## src/sv/akg_pkg.sv

```systemverilog
`timescale 1ns / 1ps
`default_nettype none
// ----------------------------------------------------------------------------
// akg_pkg: shared types and constants of the glyph pair auto kerning gap block
// Field widths, register indexes, status codes and the transaction structs.
// ----------------------------------------------------------------------------
package akg_pkg;

    localparam int MAX_GLYPH_WIDTH = 32;
    localparam int ROW_W           = 32;
    localparam int WIDTH_W         = 6;
    localparam int COL_W           = 5;
    localparam int GAP_W           = 7;
    localparam int LIMIT_W         = 6;
    localparam int OFFSET_W        = 6;
    localparam int CFG_ADDR_W      = 1;
    localparam int CFG_DATA_W      = 6;

    localparam logic [GAP_W-1:0] GAP_ALL_ONES = '1;

    // Configuration register indexes
    localparam logic [CFG_ADDR_W-1:0] REG_SPACING_LIMIT  = 1'd0;
    localparam logic [CFG_ADDR_W-1:0] REG_KERNING_ENABLE = 1'd1;

    // Result status codes
    localparam logic STATUS_OK       = 1'b0;
    localparam logic STATUS_DISABLED = 1'b1;

    typedef struct packed {
        logic [ROW_W-1:0]   left_row;
        logic [WIDTH_W-1:0] left_width;
        logic [ROW_W-1:0]   right_row;
        logic [WIDTH_W-1:0] right_width;
        logic               last_row;
    } akg_in_t;

    typedef struct packed {
        logic [OFFSET_W-1:0] kern_offset;
        logic                status;
    } akg_out_t;

endpackage

`default_nettype wire

```

## src/sv/akg_row_gap.sv

```systemverilog
`timescale 1ns / 1ps
`default_nettype none
// ----------------------------------------------------------------------------
// akg_row_gap: gap between two glyph rows
// Empty columns right of the left glyph plus empty columns left of the right.
// ----------------------------------------------------------------------------
module akg_row_gap
    import akg_pkg::*;
(
    input  wire logic [ROW_W-1:0]   left_row,
    input  wire logic [WIDTH_W-1:0] left_width,
    input  wire logic [ROW_W-1:0]   right_row,
    input  wire logic [WIDTH_W-1:0] right_width,
    output logic      [GAP_W-1:0]   row_gap
);

    logic [WIDTH_W-1:0] lw;
    logic [WIDTH_W-1:0] rw;
    logic [ROW_W-1:0]   l_bits;
    logic [ROW_W-1:0]   r_bits;
    logic [COL_W-1:0]   l_top;
    logic [COL_W-1:0]   r_low;
    logic [WIDTH_W-1:0] l_space;
    logic [WIDTH_W-1:0] r_space;

    // Clamp widths to the widest glyph supported
    always_comb begin
        lw = (left_width  > WIDTH_W'(MAX_GLYPH_WIDTH)) ? WIDTH_W'(MAX_GLYPH_WIDTH) : left_width;
        rw = (right_width > WIDTH_W'(MAX_GLYPH_WIDTH)) ? WIDTH_W'(MAX_GLYPH_WIDTH) : right_width;
    end

    // Drop pixels at or beyond each glyph's width
    always_comb begin
        for (int i = 0; i < ROW_W; i++) begin
            l_bits[i] = left_row[i]  & (WIDTH_W'(i) < lw);
            r_bits[i] = right_row[i] & (WIDTH_W'(i) < rw);
        end
    end

    // Rightmost set pixel of the left row, leftmost of the right row
    always_comb begin
        l_top = '0;
        r_low = '0;
        for (int i = 0; i < ROW_W; i++) begin
            if (l_bits[i]) l_top = COL_W'(i);
        end
        for (int i = ROW_W - 1; i >= 0; i--) begin
            if (r_bits[i]) r_low = COL_W'(i);
        end
    end

    // Empty row counts its full width
    always_comb begin
        l_space = (l_bits == '0) ? lw : WIDTH_W'(lw - WIDTH_W'(1) - {1'b0, l_top});
        r_space = (r_bits == '0) ? rw : {1'b0, r_low};
        // At most 64, so the sum never reaches the all-ones mark
        row_gap = {1'b0, l_space} + {1'b0, r_space};
    end

endmodule

`default_nettype wire

```

## src/sv/glyph_pair_auto_kern_gap.sv

```systemverilog
`timescale 1ns / 1ps
`default_nettype none
// ----------------------------------------------------------------------------
// glyph_pair_auto_kern_gap: automatic kerning offset of a glyph pair
// Folds per-row gaps into a running minimum and emits a result on the last row.
// ----------------------------------------------------------------------------
// Feed one transaction per bitmap row of a glyph pair: the left and right
// rows with their widths, and last_row on the pair's final row. Rows may
// follow back to back; a row enters an input register, its gap (two priority
// encodes and an add) is folded into the running minimum on the way to the
// result register, so one row per cycle is sustained as long as results are
// taken. Only a last row makes a result transaction, registered in the input
// and then the result register: kern_offset is the minimum row gap clamped
// to spacing_limit (0 means remove the pair) with status 0, or kern_offset 0
// with status 1 when kerning is disabled. The minimum restarts after each
// last row. Write the configuration registers only while no row is in flight.
// ----------------------------------------------------------------------------
module glyph_pair_auto_kern_gap
    import akg_pkg::*;
(
    input  wire logic                  aclk,
    input  wire logic                  aresetn,
    // configuration
    input  wire logic                  cfg_wr_en,
    input  wire logic [CFG_ADDR_W-1:0] cfg_addr,
    input  wire logic [CFG_DATA_W-1:0] cfg_wdata,
    // row input
    input  wire logic                  s_valid,
    output logic                       s_ready,
    input  wire akg_in_t               s_data,
    // result output
    output logic                       m_valid,
    input  wire logic                  m_ready,
    output akg_out_t                   m_data
);

    logic [LIMIT_W-1:0] spacing_limit_reg;
    logic               kerning_enable_reg;

    logic               in_valid_reg;
    akg_in_t            in_data_reg;
    logic [GAP_W-1:0]   min_gap_reg;
    logic [GAP_W-1:0]   min_gap_next;
    logic               out_valid_reg;
    akg_out_t           out_data_reg;
    akg_out_t           out_data_next;

    logic [GAP_W-1:0]   row_gap;
    logic               out_free;
    logic               proc_fire;
    logic               in_fire;

    // Configuration registers
    always_ff @(posedge aclk) begin
        if (!aresetn) begin
            spacing_limit_reg  <= LIMIT_W'(1);
            kerning_enable_reg <= 1'b1;
        end else if (cfg_wr_en) begin
            case (cfg_addr)
                REG_SPACING_LIMIT:  spacing_limit_reg  <= cfg_wdata[LIMIT_W-1:0];
                REG_KERNING_ENABLE: kerning_enable_reg <= cfg_wdata[0];
                default: ;
            endcase
        end
    end

    // Row gap of the held row
    akg_row_gap u_row_gap (
        .left_row    (in_data_reg.left_row),
        .left_width  (in_data_reg.left_width),
        .right_row   (in_data_reg.right_row),
        .right_width (in_data_reg.right_width),
        .row_gap     (row_gap)
    );

    // Advance a held row when it needs no result slot or the slot frees up
    assign out_free  = !out_valid_reg || m_ready;
    assign proc_fire = in_valid_reg && (!in_data_reg.last_row || out_free);
    assign s_ready   = !in_valid_reg || proc_fire;
    assign in_fire   = s_valid && s_ready;

    // Fold the row into the minimum and form the result of a last row
    always_comb begin
        min_gap_next = (row_gap < min_gap_reg) ? row_gap : min_gap_reg;
        if (!kerning_enable_reg) begin
            out_data_next.kern_offset = '0;
            out_data_next.status      = STATUS_DISABLED;
        end else begin
            out_data_next.kern_offset = (min_gap_next > {1'b0, spacing_limit_reg}) ?
                                        spacing_limit_reg : min_gap_next[OFFSET_W-1:0];
            out_data_next.status      = STATUS_OK;
        end
    end

    // Input register
    always_ff @(posedge aclk) begin
        if (!aresetn) begin
            in_valid_reg <= 1'b0;
        end else if (s_ready) begin
            in_valid_reg <= s_valid;
        end
        if (in_fire) begin
            in_data_reg <= s_data;
        end
    end

    // Running minimum: restart after each last row
    always_ff @(posedge aclk) begin
        if (!aresetn) begin
            min_gap_reg <= GAP_ALL_ONES;
        end else if (proc_fire) begin
            min_gap_reg <= in_data_reg.last_row ? GAP_ALL_ONES : min_gap_next;
        end
    end

    // Result register: hold until taken
    always_ff @(posedge aclk) begin
        if (!aresetn) begin
            out_valid_reg <= 1'b0;
        end else if (proc_fire && in_data_reg.last_row) begin
            out_valid_reg <= 1'b1;
        end else if (m_ready) begin
            out_valid_reg <= 1'b0;
        end
        if (proc_fire && in_data_reg.last_row) begin
            out_data_reg <= out_data_next;
        end
    end

    assign m_valid = out_valid_reg;
    assign m_data  = out_data_reg;

    // A last row always restarts the minimum
    a_min_restart: assert property (@(posedge aclk) disable iff (!aresetn)
        (proc_fire && in_data_reg.last_row) |=> (min_gap_reg == GAP_ALL_ONES))
        else $error("running minimum not restarted after last row");

    // Minimum is either unset or a reachable row gap
    a_min_range: assert property (@(posedge aclk) disable iff (!aresetn)
        (min_gap_reg == GAP_ALL_ONES) || (min_gap_reg <= GAP_W'(2 * MAX_GLYPH_WIDTH)))
        else $error("running minimum out of range");

    // Disabled kerning reports a zero offset
    a_disabled_zero: assert property (@(posedge aclk) disable iff (!aresetn)
        (m_valid && m_data.status == STATUS_DISABLED) |-> (m_data.kern_offset == '0))
        else $error("disabled result carries a nonzero offset");

endmodule

`default_nettype wire
```

## config.mk

```make
export PLATFORM = sky130hd
export DESIGN_NAME = glyph_pair_auto_kern_gap
export DESIGN_NICKNAME = d
export VERILOG_FILES = /design/src/sv/akg_pkg.sv /design/src/sv/akg_row_gap.sv /design/src/sv/glyph_pair_auto_kern_gap.sv
export SDC_FILE = /design/constraint.sdc
export NUM_CORES = 1
export LEC_CHECK = 0
export BUFFER_PORTS_ARGS = -buffer_cell sky130_fd_sc_hd__buf_2
export CORE_ASPECT_RATIO = 0.6
export CORE_UTILIZATION = 57
export CTS_BUF_LIST = sky130_fd_sc_hd__clkbuf_16
export CTS_CLUSTER_SIZE = 8
export DETAILED_ROUTE_END_ITERATION = 8
export GPL_ROUTABILITY_DRIVEN = 0
export PLACE_DENSITY = 0.79
export SETUP_SLACK_MARGIN = 0.5
export SYNTH_ARGS = -nofsm -noshare
export SYNTH_HDL_FRONTEND = slang
export SYNTH_SLANG_ARGS = --single-unit
export TNS_END_PERCENT = 50
```

## constraint.sdc

```tcl
create_clock -name aclk -period 8.8 [get_ports aclk]
set_clock_uncertainty 0.1 [all_clocks]
set_input_delay 0.44 -clock aclk [delete_from_list [all_inputs] [get_ports aclk]]
set_output_delay 0.44 -clock aclk [all_outputs]
set_load 0.01 [all_outputs]
```

==> results of run 1 <==
-- synthesized netlist by cell type (all sizes together) (7+ instances only) --
cell type,instances,area [µm²]
dfxtp,16,320.3
a21o,17,127.6
nand2,36,135.1
clkbuf,13,48.80
nor2,34,127.6
xnor2,7,61.31
inv,34,127.6
nor3,20,100.1
o21ai,49,245.2
a21oi,50,254.0
ha,23,287.8
o21a,14,105.1
nand3,9,45.04
o31ai,7,52.55
buf,17,80.08
nor2b,15,93.84
a31oi,10,62.56
nand2b,7,43.79
o22ai,7,43.79
edfxtp,84,2522
mux2,9,105.1
a211oi,9,67.56
and2,7,43.79
a21boi,7,52.55
-- worst max path at each step --
| stage | startpoint | end | cells after the start |
|---|---|---|---|
| finish | in_data_reg[44] | m_data[4] | 28 |
| global route | in_data_reg[44] | m_data[4] | 28 |
| CTS | in_data_reg[44] | m_data[1] | 28 |
| detailed placement | in_data_reg[44] | m_data[1] | 28 |
| global placement | in_data_reg[44] | m_data[1] | 28 |
| floorplan | in_data_reg[42] | m_data[1] | 30 |
-- logic make-up (layout without fill, tap and decap cells) --
logic type	Yosys count	count (layout)	share of synthesized area [%]
compound gates	225	225	25.04
fa+ha+maj	25	25	5.413
flops	100	100	46.94
buf+inv	64	157	4.236
mux	12	12	2.231
xor+xnor	8	8	1.157
simple gates	166	166	14.98
-- final cells by class --
cell class,count,area share (%)
Sequential cell,100,40.80
Timing Repair Buffer,107,8.045
Clock buffer,9,3.232
Multi-Input combinational cell,436,42.84
Tap cell,135,2.424
Clock inverter,7,0.8260
Inverter,34,1.832
-- power by group through the flow --
stage,combinational [mW],clock [mW],sequential (mW)
detailed placement,0.251,0,0.585
floorplan,0.188,0,0.571
global route,0.293,0.399,0.577
finish,0.267,0.377,0.574
CTS,0.252,0.382,0.575
global placement,0.239,0,0.583
-- worst max-delay path, delay by kind of cell (launching register included) --
family	cells	cell delay (ns)
AOI/OAI and AO/OA	14	3.32
xor gates and xnor gates	2	0.34
adders and majority gates	5	1.60
DFF	1	0.59
muxes	2	0.61
and+or+nand+nor	5	1.07
-- layer usage --
metal / part of all wire, % / track usage (%) / up-vias
met5: 0 / 0 / -
met4: 1.7 / 8.989 / 0
met3: 11 / 7.901 / 32
met2: 42 / 40.57 / 334
met1: 46 / 40.51 / 2423
li1: - / - / 2470
-- repair_timing --
item | in CTS | in global routing
endpoints found under the setup margin | 0 | 6
setup buffers | 0 | 6
gates resized for setup | 0 | 3
endpoints found under the hold margin | 0 | 0
-- layout by cell type (no fill, tap or decap), drive strengths merged, types with 10 or more instances in the layout --
cell,count
buf,107
edfxtp,84
a21oi,50
o21ai,49
inv,39
nand2,36
nor2,34
ha,23
nor3,20
a21o,17
dfxtp,16
nor2b,15
o21a,14
a31oi,10
-- metrics by stage --
stage	worst slack (ns)	hold slack, ns	util [%]	cells
after CTS	0.5026	0.1498	68.48	822
after detailed placement	0.5514	0.3665	65.67	806
after global routing	0.4813	0.1446	69.06	828
after floorplan	1.546	0.3390	-	600
final	0.9002	0.1586	69.06	828
after global placement	1.062	0.3558	65.67	806
==> run metrics, run 1 <==
outcome finished clean; vias in the first global route about 4700; pin count of the biggest net entering global routing just under 80; # DRC 0; Final Hold Fails 0; htree depth 3; Critical R2R Launch in_data_reg[44]; final instance area roughly 7000 µm²; DR vias/cell ~6.4; top_reg_cell synth edfxtp_1; sequential fraction of the synthesis area between 40% and 50%; Clock power frac a little under a third; setup TNS 0 ns; Post-synth ARST share 0%; Sw Share between 20% and 30%; max-cap check violation count 0; Antenna diodes 0; post-layout net count 802; 1st-pass router iterations 5; crit path DAT approximately 7.9 ns; startpoint types register; HPWL Detailed about 11000 µm; register bit total from synthesis 100; CTS buffer count 9; worst-case clock buffer depth 2; worst vdd ir ~130 µV; synthesized net count a little over 700; switching power approximately 360 µW; Slew @ Worst Pin ~1.3 ns; Largest register FFs slightly below 80; Worst Path Required approximately 8.8 ns; die width roughly 140 µm; Detail Route Antenna Nets 0; area of the multi-input gates 2985 µm²; clock root buffer clkbuf_16; initial antenna violation count 0; Reg power frac between 40% and 50%; hold path depth 1; critical path class reg -> reg; share of cells above drive strength 1 a little over a fifth; Clk pin slew, worst setup/hold paths 0.07 ns; FF-to-FF End m_data[4]; Slowest-stage cell, CP edfxtp_1; Initial Utilization approximately three fifths; most frequent CP cell ha_1; DIE HEIGHT just over 80 µm; fillcell total 785; Leakage ~2.8 nW; total global-route track usage between 20 and 30%; final setup violating endpoints 0; CP Capture Type register; Slew headroom 15.27%; number of synthesized flops with an enable pin 84; Int Pwr between 800 and 900 µW; final wirelength ~15000 µm; Period Utilization, post-route between 80% and 90%; hold path endpoint in_data_reg[42]; core area ~10000 µm²; Crit path largest cell delay a little under 0.6 ns; r2r setup slk roughly 0.9 ns; Hold Buf Count CTS 0; combinational power share 21.9%; minimum clock period approximately 7.9 ns; syn avg cell area 10.09 µm²; CTS tree built; cells on worst reg2reg path 28; grt total ovfl 0; drt wl/cell 18.22 µm; Yosys Warn Count 0; Mapped Cells 600; unrepaired setup endpoints after global routing false; CTS sink count 100; Power Dens Cells 174.8 nW/µm²; Area Growth Syn to Fin 15.06%; Hold Startpoint s_data[42]; die area between 10000 and 15000 µm²; total power roughly 1.2 mW; # rows 28; first-pass GRT wire length between 20000 and 25000 µm; max-slew violation count 0; I/O pin count just under 100; Max FO, Critical Path 13; Yosys cell types 81; Min-Delay Path Class in -> reg; I/O Buffers a little under 100; clk_lat worst skew 0.35 ns; synthesized area 6056 µm²; Register Area roughly 2800 µm²; Vias between 5000 and 6000; DRT iter0 DRCs around 530; Area after DPL approximately 6600 µm²; Max Freq 126.6 MHz
Note: power is estimated with default switching activity, not from simulation.
==> run 2: changes to the inputs <==
--- a/config.mk
+++ b/config.mk
@@ -6,7 +6,6 @@
 export NUM_CORES = 1
 export LEC_CHECK = 0
 export BUFFER_PORTS_ARGS = -buffer_cell sky130_fd_sc_hd__buf_2
-export CORE_ASPECT_RATIO = 0.6
 export CORE_UTILIZATION = 57
 export CTS_BUF_LIST = sky130_fd_sc_hd__clkbuf_16
 export CTS_CLUSTER_SIZE = 8
==> run metrics, run 2 (synthesis gave the netlist of run 1 again) <==
r2r setup slk 1.05 ns (+0.15 ns); Max Freq 129.0 MHz (+1.9%); hold path endpoint in_data_reg[37]; 1st-pass router iterations 6 (+1); Critical R2R Launch in_data_reg[42]; die area 11040 µm² (-0.12%); DRT iter0 DRCs 433 (-18%); minimum clock period 7.750 ns (-0.1493 ns); Area Growth Syn to Fin 14.71%; CTS sink count 100 (unchanged); worst vdd ir 143.9 µV (+7.6%); final wirelength 14450 µm (-4.2%); Hold Startpoint s_data[37]; Period Utilization, post-route 88.07% (-1.7 points); CTS buffer count 9 (unchanged); total global-route track usage 26.31% (-1.8 points); core area 10320 µm² (+2.3%); htree depth 3 (unchanged); vias in the first global route 4897 (+3.3%); outcome finished clean; unrepaired setup endpoints after global routing false; die width 105.1 µm (-22%); Largest register FFs 77 (unchanged); DR vias/cell 6.297 (-0.86%); hold path depth 1 (unchanged); clock root buffer clkbuf_16; Area after DPL 6613 µm² (-0.21%); most frequent CP cell ha_1; crit path DAT 7.76 ns (-0.14 ns); Slowest-stage cell, CP edfxtp_1; first-pass GRT wire length 22850 µm (-3.2%); final setup violating endpoints 0 (unchanged); critical path class reg -> reg; Hold Buf Count CTS 0 (unchanged); setup TNS 0 ns (unchanged); most frequent cells in the layout buf_2, edfxtp_1, a21oi_1, o21ai_0, nand2_1; Slew headroom 20.60% (+5.3 points); Slew @ Worst Pin 1.191 ns (-0.06866 ns); Initial Utilization 58.66% (-1.4 points); HPWL Detailed 10310 µm (-5.9%); Crit path largest cell delay 0.59 ns (about the same); total power 1.217 mW (-0.13%); Min-Delay Path Class in -> reg; worst-case clock buffer depth 2 (unchanged); Max FO, Critical Path 15 (+2); CTS tree built; Worst Path Required 8.81 ns (about the same); commonest non-fill, non-tap cell in the layout buf_2; CP Capture Type register; Leakage 2.776 nW (-0.65%); Final Hold Fails 0 (unchanged); Power Dens Cells 175.1 nW/µm² (+0.18%); grt total ovfl 0 (unchanged); initial antenna violation count 0 (unchanged); FF-to-FF End m_data[4]; Clk pin slew, worst setup/hold paths 0.07 ns (about the same); share of cells above drive strength 1 21.01% (-0.34 points); clk_lat worst skew 0.36 ns (about the same); pin count of the biggest net entering global routing 44 (-44%); I/O pin count 98 (unchanged); # rows 37 (+32%); max-cap check violation count 0 (unchanged); DIE HEIGHT 105.1 µm (+28%); Detail Route Antenna Nets 0 (unchanged); cells on worst reg2reg path 28 (unchanged); fillcell total 791 (+0.76%); # DRC 0 (unchanged); final instance area 6947 µm² (-0.31%); I/O Buffers 97 (unchanged); drt wl/cell 17.49 µm (-4.0%); startpoint types register; post-layout net count 799 (-0.37%); Vias 5201 (-1.1%); max-slew violation count 0 (unchanged); Antenna diodes 0 (unchanged)
-- run 2: cell types whose count changed in the layout (fill, tap and decap cells not counted), sizes merged --
cell / change
inv: -1
buf: -3
clkinv: +1
-- run 2: cell type report --
class	count	area, µm²	share of cell area, %
Sequential cell	100	2843	40.92
Timing Repair Buffer	104	538.0	7.745
Clock inverter	7	57.56	0.8285
Inverter	34	127.6	1.837
Tap cell	136	170.2	2.450
Multi-Input combinational cell	436	2985	42.98
Clock buffer	9	225.2	3.242
-- run 2: how the worst max path moves through the flow --
stage | start | end | slack (ns) | depth (start not counted)
after floorplan | in_data_reg[42] | m_data[1] | 1.55 | 30
after global placement | in_data_reg[42] | m_data[1] | 1.11 | 28
after detailed placement | in_data_reg[43] | m_data[1] | 0.69 | 28
after CTS | in_data_reg[43] | m_data[1] | 0.65 | 28
after global routing | in_data_reg[42] | m_data[1] | 0.56 | 28
final | in_data_reg[42] | m_data[4] | 1.05 | 28
-- run 2: per-layer routing --
| layer | part of all wire, % | track usage (%) | vias to the layer above |
|---|---|---|---|
| met4 | 2.1 | 8.954 | 0 |
| met5 | 0 | 0 | - |
| met3 | 6.9 | 7.548 | 35 |
| li1 | - | - | 2464 |
| met2 | 48 | 43.66 | 236 |
| met1 | 43 | 32.90 | 2466 |
-- run 2: stage by stage --
stage / cells / hold slack, ns / util [%] / worst slack, ns
3_5_place_dp: 805 / 0.3623 / 64.05 / 0.6949
6_report: 826 / 0.1496 / 67.29 / 1.050
3_3_place_gp: 805 / 0.3502 / 64.05 / 1.115
4_1_cts: 821 / 0.1413 / 66.79 / 0.6537
5_1_grt: 826 / 0.1387 / 67.29 / 0.5565
2_1_floorplan: 600 / 0.3390 / - / 1.546
-- run 2: critical path, delay by kind of cell (launching register included) --
kind | cells | cell delay (ns)
compound gates | 14 | 3.34
fa+ha+maj | 5 | 1.52
simple gates | 5 | 1.10
mux | 2 | 0.60
flops | 1 | 0.59
xor+xnor | 2 | 0.25
-- run 2: where the power goes --
part	switching, mW	leakage, nW	internal (mW)
sequential	0.0283	0.950	0.547
combinational	0.144	1.69	0.116
clock	0.184	0.136	0.196
total	0.357	2.78	0.860
-- run 2: what timing repair did --
item	CTS	global route
gates resized for setup	0	3
endpoints found under the setup margin	0	6
setup buffers	0	5
